`config.mk`:
```
export PLATFORM = sky130hd
export DESIGN_NAME = fully_assoc_cache_lfu
export DESIGN_NICKNAME = d
export VERILOG_FILES = /design/src/rtl/facl_pkg.sv /design/src/rtl/facl_ram.sv /design/src/rtl/facl_ctrl.sv /design/src/rtl/facl_scan.sv /design/src/rtl/fully_assoc_cache_lfu.sv
export SDC_FILE = /design/constraint.sdc
export NUM_CORES = 2
export LEC_CHECK = 0
export ABC_AREA = 1
export BUFFER_PORTS_ARGS = -buffer_cell sky130_fd_sc_hd__buf_4
export CAP_MARGIN = 5
export CELL_PAD_IN_SITES_DETAIL_PLACEMENT = 0
export CELL_PAD_IN_SITES_GLOBAL_PLACEMENT = 1
export CORE_MARGIN = 5
export CORE_UTILIZATION = 57
export CTS_CLUSTER_SIZE = 14
export DETAILED_ROUTE_END_ITERATION = 12
export HOLD_SLACK_MARGIN = 0.06
export PLACE_DENSITY = 0.9
export SYNTH_ARGS = -nofsm -noshare
export SYNTH_HDL_FRONTEND = slang
export SYNTH_SLANG_ARGS = --single-unit
```
`constraint.sdc`:
```
create_clock -name clk_i -period 13.2 [get_ports clk_i]
set_clock_uncertainty 0.2 [all_clocks]
set_input_delay 2.64 -clock clk_i [delete_from_list [all_inputs] [get_ports clk_i]]
set_output_delay 2.64 -clock clk_i [all_outputs]
set_load 0.02 [all_outputs]
```
`src/rtl/facl_pkg.sv`:
```
// Shared types and constants of the LFU fully associative cache model.
// Used by the sequencer, the scan unit and the top level.
package facl_pkg;

  localparam int unsigned EntriesDef   = 32;
  localparam int unsigned AddrBitsDef  = 32;
  localparam int unsigned CountBitsDef = 32;

  // Fixed port widths
  localparam int unsigned InAddrW = 32;
  localparam int unsigned SlotW   = 5;
  localparam int unsigned TotalW  = 32;

  typedef enum logic [1:0] {
    ST_IDLE,
    ST_SCAN,
    ST_DRAIN,
    ST_COMMIT
  } facl_state_e;

  // Controls from the sequencer to the scan unit and the update logic
  typedef struct packed {
    logic clr;      // new beat accepted, restart the scan
    logic rd_en;    // read tag and count at the scan index
    logic lkp_vld;  // read data is valid this cycle
    logic commit;   // write back and present the result
  } facl_ctl_t;

endpackage

```
`src/rtl/facl_ram.sv`:
```
// Generic RAM with one write port, one read port and registered read data.
// No dependencies.
module facl_ram #(
  parameter int unsigned WIDTH = 32,
  parameter int unsigned DEPTH = 32
) (
  input  logic                     clk_i,
  input  logic                     we_i,
  input  logic [$clog2(DEPTH)-1:0] waddr_i,
  input  logic [WIDTH-1:0]         wdata_i,
  input  logic                     re_i,
  input  logic [$clog2(DEPTH)-1:0] raddr_i,
  output logic [WIDTH-1:0]         rdata_o
);

  logic [WIDTH-1:0] mem_q [DEPTH];
  logic [WIDTH-1:0] rdata_q;

  always_ff @(posedge clk_i) begin
    if (we_i) begin
      mem_q[waddr_i] <= wdata_i;
    end
    if (re_i) begin
      rdata_q <= mem_q[raddr_i];
    end
  end

  assign rdata_o = rdata_q;

endmodule

```
`src/rtl/facl_ctrl.sv`:
```
// Sequencer: walks the entry index once per access and sequences write-back.
// Depends on facl_pkg for the state enum and the control struct.
module facl_ctrl import facl_pkg::*; #(
  parameter int unsigned ENTRIES = EntriesDef
) (
  input  logic                       clk_i,
  input  logic                       rst_ni,
  input  logic                       in_valid_i,
  input  logic                       out_free_i,
  output logic                       in_ready_o,
  output facl_ctl_t                  ctl_o,
  output logic [$clog2(ENTRIES)-1:0] rd_idx_o,
  output logic [$clog2(ENTRIES)-1:0] lkp_idx_o
);

  localparam int unsigned IdxW = $clog2(ENTRIES);
  localparam logic [IdxW-1:0] LastIdx = IdxW'(ENTRIES - 1);

  facl_state_e     state_q, state_d;
  logic [IdxW-1:0] idx_q, idx_d;
  logic            lkp_vld_q;
  logic [IdxW-1:0] lkp_idx_q;

  always_comb begin
    state_d = state_q;
    case (state_q)
      ST_IDLE:   if (in_valid_i) state_d = ST_SCAN;
      ST_SCAN:   if (idx_q == LastIdx) state_d = ST_DRAIN;
      ST_DRAIN:  state_d = ST_COMMIT;
      ST_COMMIT: if (out_free_i) state_d = ST_IDLE;
      default:   state_d = ST_IDLE;
    endcase
  end

  always_comb begin
    in_ready_o    = 1'b0;
    ctl_o.clr     = 1'b0;
    ctl_o.rd_en   = 1'b0;
    ctl_o.commit  = 1'b0;
    ctl_o.lkp_vld = lkp_vld_q;
    idx_d         = idx_q;
    case (state_q)
      ST_IDLE: begin
        in_ready_o = 1'b1;
        ctl_o.clr  = in_valid_i;
        idx_d      = '0;
      end
      ST_SCAN: begin
        ctl_o.rd_en = 1'b1;
        idx_d       = idx_q + IdxW'(1);
      end
      ST_DRAIN: begin
        idx_d = '0;
      end
      ST_COMMIT: begin
        ctl_o.commit = out_free_i;
      end
      default: begin
        idx_d = '0;
      end
    endcase
  end

  always_ff @(posedge clk_i or negedge rst_ni) begin
    if (!rst_ni) begin
      state_q   <= ST_IDLE;
      idx_q     <= '0;
      lkp_vld_q <= 1'b0;
    end else begin
      state_q   <= state_d;
      idx_q     <= idx_d;
      lkp_vld_q <= ctl_o.rd_en;
    end
  end

  // Index of the entry whose read data shows up next cycle
  always_ff @(posedge clk_i) begin
    lkp_idx_q <= idx_q;
  end

  assign rd_idx_o  = idx_q;
  assign lkp_idx_o = lkp_idx_q;

endmodule

```
`src/rtl/facl_scan.sv`:
```
// Scan unit: one tag compare and one count compare per entry read, tracking
// the first hit, the first empty entry and the least-used entry.
// Depends on facl_pkg for the control struct.
module facl_scan import facl_pkg::*; #(
  parameter int unsigned ENTRIES    = EntriesDef,
  parameter int unsigned ADDR_BITS  = AddrBitsDef,
  parameter int unsigned COUNT_BITS = CountBitsDef
) (
  input  logic                       clk_i,
  input  logic                       rst_ni,
  input  facl_ctl_t                  ctl_i,
  input  logic [$clog2(ENTRIES)-1:0] lkp_idx_i,
  input  logic                       entry_valid_i,
  input  logic [ADDR_BITS-1:0]       tag_i,
  input  logic [COUNT_BITS-1:0]      cnt_i,
  input  logic [ADDR_BITS-1:0]       addr_i,
  output logic                       hit_o,
  output logic                       evict_o,
  output logic [$clog2(ENTRIES)-1:0] slot_o,
  output logic [COUNT_BITS-1:0]      cnt_o
);

  localparam int unsigned IdxW = $clog2(ENTRIES);

  logic                  hit_q, empty_q, seen_q;
  logic [IdxW-1:0]       hit_slot_q, empty_slot_q, min_slot_q;
  logic [COUNT_BITS-1:0] hit_cnt_q, min_cnt_q;
  logic [COUNT_BITS-1:0] cnt_eff;
  logic                  match, less;

  // Never-written entries are invalid: mask their contents
  assign cnt_eff = entry_valid_i ? cnt_i : '0;
  assign match   = entry_valid_i && (tag_i == addr_i);
  assign less    = !seen_q || (cnt_eff < min_cnt_q);

  always_ff @(posedge clk_i or negedge rst_ni) begin
    if (!rst_ni) begin
      hit_q   <= 1'b0;
      empty_q <= 1'b0;
      seen_q  <= 1'b0;
    end else if (ctl_i.clr) begin
      hit_q   <= 1'b0;
      empty_q <= 1'b0;
      seen_q  <= 1'b0;
    end else if (ctl_i.lkp_vld) begin
      seen_q <= 1'b1;
      if (match) hit_q <= 1'b1;
      if (!entry_valid_i) empty_q <= 1'b1;
    end
  end

  // Keep only the first hit and the first empty entry; strict less keeps lowest index
  always_ff @(posedge clk_i) begin
    if (ctl_i.lkp_vld) begin
      if (match && !hit_q) begin
        hit_slot_q <= lkp_idx_i;
        hit_cnt_q  <= cnt_eff;
      end
      if (!entry_valid_i && !empty_q) begin
        empty_slot_q <= lkp_idx_i;
      end
      if (less) begin
        min_slot_q <= lkp_idx_i;
        min_cnt_q  <= cnt_eff;
      end
    end
  end

  always_comb begin
    hit_o   = hit_q;
    evict_o = 1'b0;
    if (hit_q) begin
      slot_o = hit_slot_q;
      cnt_o  = hit_cnt_q;
    end else if (empty_q) begin
      slot_o = empty_slot_q;
      cnt_o  = '0;
    end else begin
      slot_o  = min_slot_q;
      cnt_o   = min_cnt_q;
      evict_o = 1'b1;
    end
  end

endmodule

```
`src/rtl/fully_assoc_cache_lfu.sv`:
```
// Top level of the LFU fully associative cache model.
// Depends on facl_pkg, facl_ram, facl_ctrl and facl_scan.

// Each accepted address is looked up by reading the tag and use-count RAMs
// one entry per cycle through a single read port. The access then passes
// through the scan of all ENTRIES entries, a drain step for the last read to
// land, and a write-back step that registers the result. The next address is
// taken only in the idle state after write-back, so the block takes one
// address at a time; a finished result waits in the output register while
// the next address is scanned, and write-back holds until that register is
// free. No clearing pass is needed after reset.
module fully_assoc_cache_lfu import facl_pkg::*; #(
  parameter int unsigned ENTRIES    = EntriesDef,
  parameter int unsigned ADDR_BITS  = AddrBitsDef,
  parameter int unsigned COUNT_BITS = CountBitsDef
) (
  input  logic               clk_i,
  input  logic               rst_ni,
  input  logic               in_valid_i,
  output logic               in_ready_o,
  input  logic [InAddrW-1:0] block_address_i,
  output logic               out_valid_o,
  input  logic               out_ready_i,
  output logic               hit_o,
  output logic [SlotW-1:0]   slot_o,
  output logic               evicted_o,
  output logic [TotalW-1:0]  total_accesses_o,
  output logic [TotalW-1:0]  total_hits_o
);

  localparam int unsigned IdxW = $clog2(ENTRIES);

  facl_ctl_t             ctl;
  logic [IdxW-1:0]       rd_idx, lkp_idx;
  logic                  out_free;
  logic [ENTRIES-1:0]    valid_q;
  logic [ADDR_BITS-1:0]  addr_q;
  logic [ADDR_BITS+InAddrW-1:0] addr_ext;
  logic [ADDR_BITS-1:0]  tag_rd;
  logic [COUNT_BITS-1:0] cnt_rd;
  logic                  res_hit, res_evict;
  logic [IdxW-1:0]       res_slot;
  logic [COUNT_BITS-1:0] res_cnt, cnt_new;
  logic [IdxW+SlotW-1:0] slot_ext;
  logic                  out_valid_q, hit_q, evict_q;
  logic [SlotW-1:0]      slot_q;
  logic [TotalW-1:0]     acc_total_q, hit_total_q;

  assign out_free = !out_valid_q || out_ready_i;

  facl_ctrl #(
    .ENTRIES(ENTRIES)
  ) u_ctrl (
    .clk_i,
    .rst_ni,
    .in_valid_i,
    .out_free_i(out_free),
    .in_ready_o,
    .ctl_o     (ctl),
    .rd_idx_o  (rd_idx),
    .lkp_idx_o (lkp_idx)
  );

  // Tag is the low ADDR_BITS of the address, zero-extended if wider
  assign addr_ext = {{ADDR_BITS{1'b0}}, block_address_i};

  always_ff @(posedge clk_i) begin
    if (ctl.clr) begin
      addr_q <= addr_ext[ADDR_BITS-1:0];
    end
  end

  facl_ram #(
    .WIDTH(ADDR_BITS),
    .DEPTH(ENTRIES)
  ) u_tag_ram (
    .clk_i,
    .we_i   (ctl.commit && !res_hit),
    .waddr_i(res_slot),
    .wdata_i(addr_q),
    .re_i   (ctl.rd_en),
    .raddr_i(rd_idx),
    .rdata_o(tag_rd)
  );

  facl_ram #(
    .WIDTH(COUNT_BITS),
    .DEPTH(ENTRIES)
  ) u_cnt_ram (
    .clk_i,
    .we_i   (ctl.commit),
    .waddr_i(res_slot),
    .wdata_i(cnt_new),
    .re_i   (ctl.rd_en),
    .raddr_i(rd_idx),
    .rdata_o(cnt_rd)
  );

  facl_scan #(
    .ENTRIES   (ENTRIES),
    .ADDR_BITS (ADDR_BITS),
    .COUNT_BITS(COUNT_BITS)
  ) u_scan (
    .clk_i,
    .rst_ni,
    .ctl_i        (ctl),
    .lkp_idx_i    (lkp_idx),
    .entry_valid_i(valid_q[lkp_idx]),
    .tag_i        (tag_rd),
    .cnt_i        (cnt_rd),
    .addr_i       (addr_q),
    .hit_o        (res_hit),
    .evict_o      (res_evict),
    .slot_o       (res_slot),
    .cnt_o        (res_cnt)
  );

  // Saturating use-count bump
  assign cnt_new  = (&res_cnt) ? res_cnt : res_cnt + COUNT_BITS'(1);
  assign slot_ext = {{SlotW{1'b0}}, res_slot};

  always_ff @(posedge clk_i or negedge rst_ni) begin
    if (!rst_ni) begin
      valid_q     <= '0;
      acc_total_q <= '0;
      hit_total_q <= '0;
      out_valid_q <= 1'b0;
    end else begin
      if (ctl.commit) begin
        valid_q[res_slot] <= 1'b1;
        if (!(&acc_total_q)) acc_total_q <= acc_total_q + TotalW'(1);
        if (res_hit && !(&hit_total_q)) hit_total_q <= hit_total_q + TotalW'(1);
        out_valid_q <= 1'b1;
      end else if (out_ready_i) begin
        out_valid_q <= 1'b0;
      end
    end
  end

  always_ff @(posedge clk_i) begin
    if (ctl.commit) begin
      hit_q   <= res_hit;
      evict_q <= res_evict;
      slot_q  <= slot_ext[SlotW-1:0];
    end
  end

  assign out_valid_o      = out_valid_q;
  assign hit_o            = hit_q;
  assign slot_o           = slot_q;
  assign evicted_o        = evict_q;
  // Totals only change at write-back, which waits for a free output register
  assign total_accesses_o = acc_total_q;
  assign total_hits_o     = hit_total_q;

endmodule

```
==> flow_summary.json <==
{
  "setup-tns-final_ns": 0,
  "layout.core_utilization_pct": 63.73,
  "worstSetupPathDepth": 18,
  "flow.area_growth_from_synthesis_pct": 11.65,
  "worst-slew-pin-transition_ns": 1.281,
  "post-cts-setup-buffer-count": 0,
  "dpl-instance-area_um2": 96270,
  "row_count": 148,
  "period_share_pct": 42.53,
  "core_region_area_um2": 162200,
  "r2r_cells": 18,
  "yosysWarnings": 0,
  "clock_tree.htree_level_count": 4,
  "reg2reg_slack_ns": 7.59,
  "placement.io_buffers": 108,
  "final_critical_path_setup_slack_ns": 7.586,
  "fp.dieArea_um2": 170600,
  "die_y_um": 413.0,
  "cellLeakagePower_nw": 34.25,
  "firstDrtPassIters": 6,
  "wl_um": 246300,
  "cts.sinks": 2343,
  "setup_violations": 0,
  "crit_path_start_kind": "register",
  "antenna_found_initial": 7,
  "cell_chain_of_the_critical_path": "inv_1 > nand2_1 > nand3_1 > nand3_1 > nand2_1 > nand2_1 > nand3_1 > nand2_2 > nor2_1 > ha_1 > a21oi_1 > nor2_1 > a211oi_1 > o221ai_1 > a21oi_1 > nand2_1 > a21oi_4 > buf_4",
  "synth.yosys.seq_area_share_pct": 75.35,
  "number_of_slew_limit_violations_in_the_final_report": 0,
  "total_power_per_unit_cell_area_nw_per_um2": 209.0,
  "drive_gt1_share_pct": 10.52,
  "post_route_worst_hold_slack_ns": 0.2700,
  "grt_pass1_vias": 58240,
  "cts-hold-fix-buffers": 0,
  "drt-vias-per-instance": 6.459,
  "cts_tree": "built",
  "critPathRequiredTime_ns": 13.48,
  "regArea_um2": 69790,
  "place.detailed.instances": 8949,
  "mappedNetlistNets": 7043,
  "finalWorstPathRequiredPeriod_ns": 5.614,
  "routedWlPerCell_um": 26.34,
  "place_hpwl_um": 135400,
  "post_synth_inst_count": 6966,
  "most_numerous_cell_types_in_the_synthesized_netlist": "2230 x sky130_fd_sc_hd__edfxtp_1, 1274 x sky130_fd_sc_hd__nor2_1, 1083 x sky130_fd_sc_hd__o21ai_0, 413 x sky130_fd_sc_hd__clkbuf_1, 381 x sky130_fd_sc_hd__nand2_1",
  "synthFlopType": "sky130_fd_sc_hd__edfxtp_1",
  "numCtsBuffers": 219,
  "finished_layout_cell_area_um2": 103400,
  "worst-endpoint-arrival_ns": 5.89,
  "asyncSetResetFlopFracSynth_pct": 4.609,
  "antennaDiodeCount": 0,
  "status": "completed",
  "timing_hold_violations_final": 0,
  "cts_root_buf": "sky130_fd_sc_hd__clkbuf_16",
  "layoutNonFillerInstCount": 9349,
  "final.fill_count": 11560,
  "ys_seq_elements": 2343,
  "synth-edff-count": 2230,
  "nets": 7072,
  "post_synth_num_cell_types": 57,
  "starting_density_of_the_core_pct": 57.08,
  "critPathKind": "register to register",
  "netlist_area_um2": 92590,
  "critical_path_buf_inv_count": 2,
  "max_slew_margin_vs_limit_pct": 14.38,
  "final_antenna_net_count": 0,
  "detailedPlace.worstSlack_ns": 7.462,
  "synth_most_common_cell": "sky130_fd_sc_hd__edfxtp_1",
  "clk-insertion-delay-late_ns": 0.89,
  "cp-end-kind": "register",
  "gr-total-overflow": 0,
  "drc": 0,
  "worstHoldPathCells": 1,
  "crit_fanout": 34,
  "fp.dieW_um": 413.0,
  "fmax_mhz": 178.1,
  "detail_route.iter0.violations": 9466,
  "grt.total_usage_pct": 28.52,
  "gp_routability_congestion": 0.9050,
  "boundaryPins": 109,
  "critical_path.slowest_cell": "sky130_fd_sc_hd__dfxtp_1",
  "critical-path-top-delay-family": "simple AND/OR/NAND/NOR gates",
  "pin_count_of_the_biggest_net_entering_global_routing": 190,
  "max-vdd-ir-drop_mv": 0.1647,
  "via_count": 60390,
  "finalPower_mw": 21.61,
  "multi_input_gate_area_in_the_final_layout_um2": 21020,
  "grt_first_pass_wirelength_um": 366700,
  "drv.max_cap_violation_count": 0,
  "syn_avg_cell_area_um2": 13.29,
  "setup_repair_after_global_routing_missed_its_margin": "false",
  "timing.critical_path.slowest_cell_delay_ns": 0.76,
  "post-synth-top-area-cell": "sky130_fd_sc_hd__edfxtp_1",
  "min_path_type": "register to register",
  "synthDominantCellAreaShare_pct": 72.33,
  "cts_resized": 0,
  "clockBufferDepth": 3,
  "path_common_cell": "sky130_fd_sc_hd__nand2_1",
  "clock_pin_slew_worst_setup_and_hold_paths_ns": 0.06,
  "synthTopCellsByArea": "sky130_fd_sc_hd__edfxtp_1 72%, sky130_fd_sc_hd__o21ai_0 5.9%, sky130_fd_sc_hd__nor2_1 5.2%"
}
-- sequential cells by signal (all words and copies together), names as in the netlist, 2 cells and up --
register             count
u_ctrl.rd_idx_o          5
total_accesses_o        32
u_cnt_ram.rdata_o       32
u_ctrl.state_q           2
u_scan.min_cnt_q        32
valid_q                 32
u_scan.hit_cnt_q        32
u_cnt_ram.mem_q       1024
u_ctrl.lkp_idx_o         5
u_tag_ram.mem_q       1024
u_scan.min_slot_q        5
slot_o                   5
total_hits_o            32
addr_q                  32
u_scan.hit_slot_q        5
u_tag_ram.rdata_o       32
u_scan.empty_slot_q      5
-- cells by family after synthesis --
family,count (synthesis),synth area share (%)
flops,2343,75.35
simple gates,2001,8.834
compound gates,1856,11.81
buf+inv,640,2.645
xor+xnor,85,0.8041
fa+ha+maj,41,0.5541
-- per-layer routing --
| layer | wire, um | part of all wire [%] | global-route usage (%) | vias to the layer above |
|---|---|---|---|---|
| met5 | 27 | 0.011 | 0 | - |
| met4 | 7387 | 3.0 | 8.856 | 4 |
| met3 | 30400 | 12 | 6.227 | 520 |
| met2 | 115300 | 47 | 44.84 | 4137 |
| met1 | 93140 | 38 | 40.46 | 29680 |
| li1 | - | - | - | 26050 |
-- final cells by class --
type                       instances  area share (%)
sequential                      2343           67.51
multi-input combinational       3983           20.34
clock buffer                     263           5.511
tap                             2175           2.632
timing repair buffer             256           1.920
clock inverter                   137           1.366
inverter                         192          0.7286
-- placed cells by master, fill, tap and decap left out, drive strengths merged, types with 108 or more instances in the layout --
cell and n:
clkbuf 263, edfxtp 2230, o221ai 156, inv 198
buf 256, nand3 129, nand2 386, o21ai 1104
o22ai 345, nor2 1289, dfrtp 108
-- worst paths after layout --
path / startpoint / end
max: u_ctrl.lkp_idx_o[0] / u_scan.min_cnt_q[31]
min: valid_q[25] / valid_q[25]
max reg2reg: u_ctrl.lkp_idx_o[0] / u_scan.min_cnt_q[31]
min reg2reg: valid_q[25] / valid_q[25]
max in group asynchronous: rst_ni / u_scan.hit_o
min in group asynchronous: rst_ni / total_hits_o[20]
-- power by group --
part	switching [mW]	total (mW)	leakage (nW)	internal (mW)
Combinational	4.33	5.71	9.13	1.39
Sequential	0.271	9.66	21.7	9.38
Clock	2.74	6.24	3.44	3.49
No activity file was read; power rests on OpenSTA's default activity.
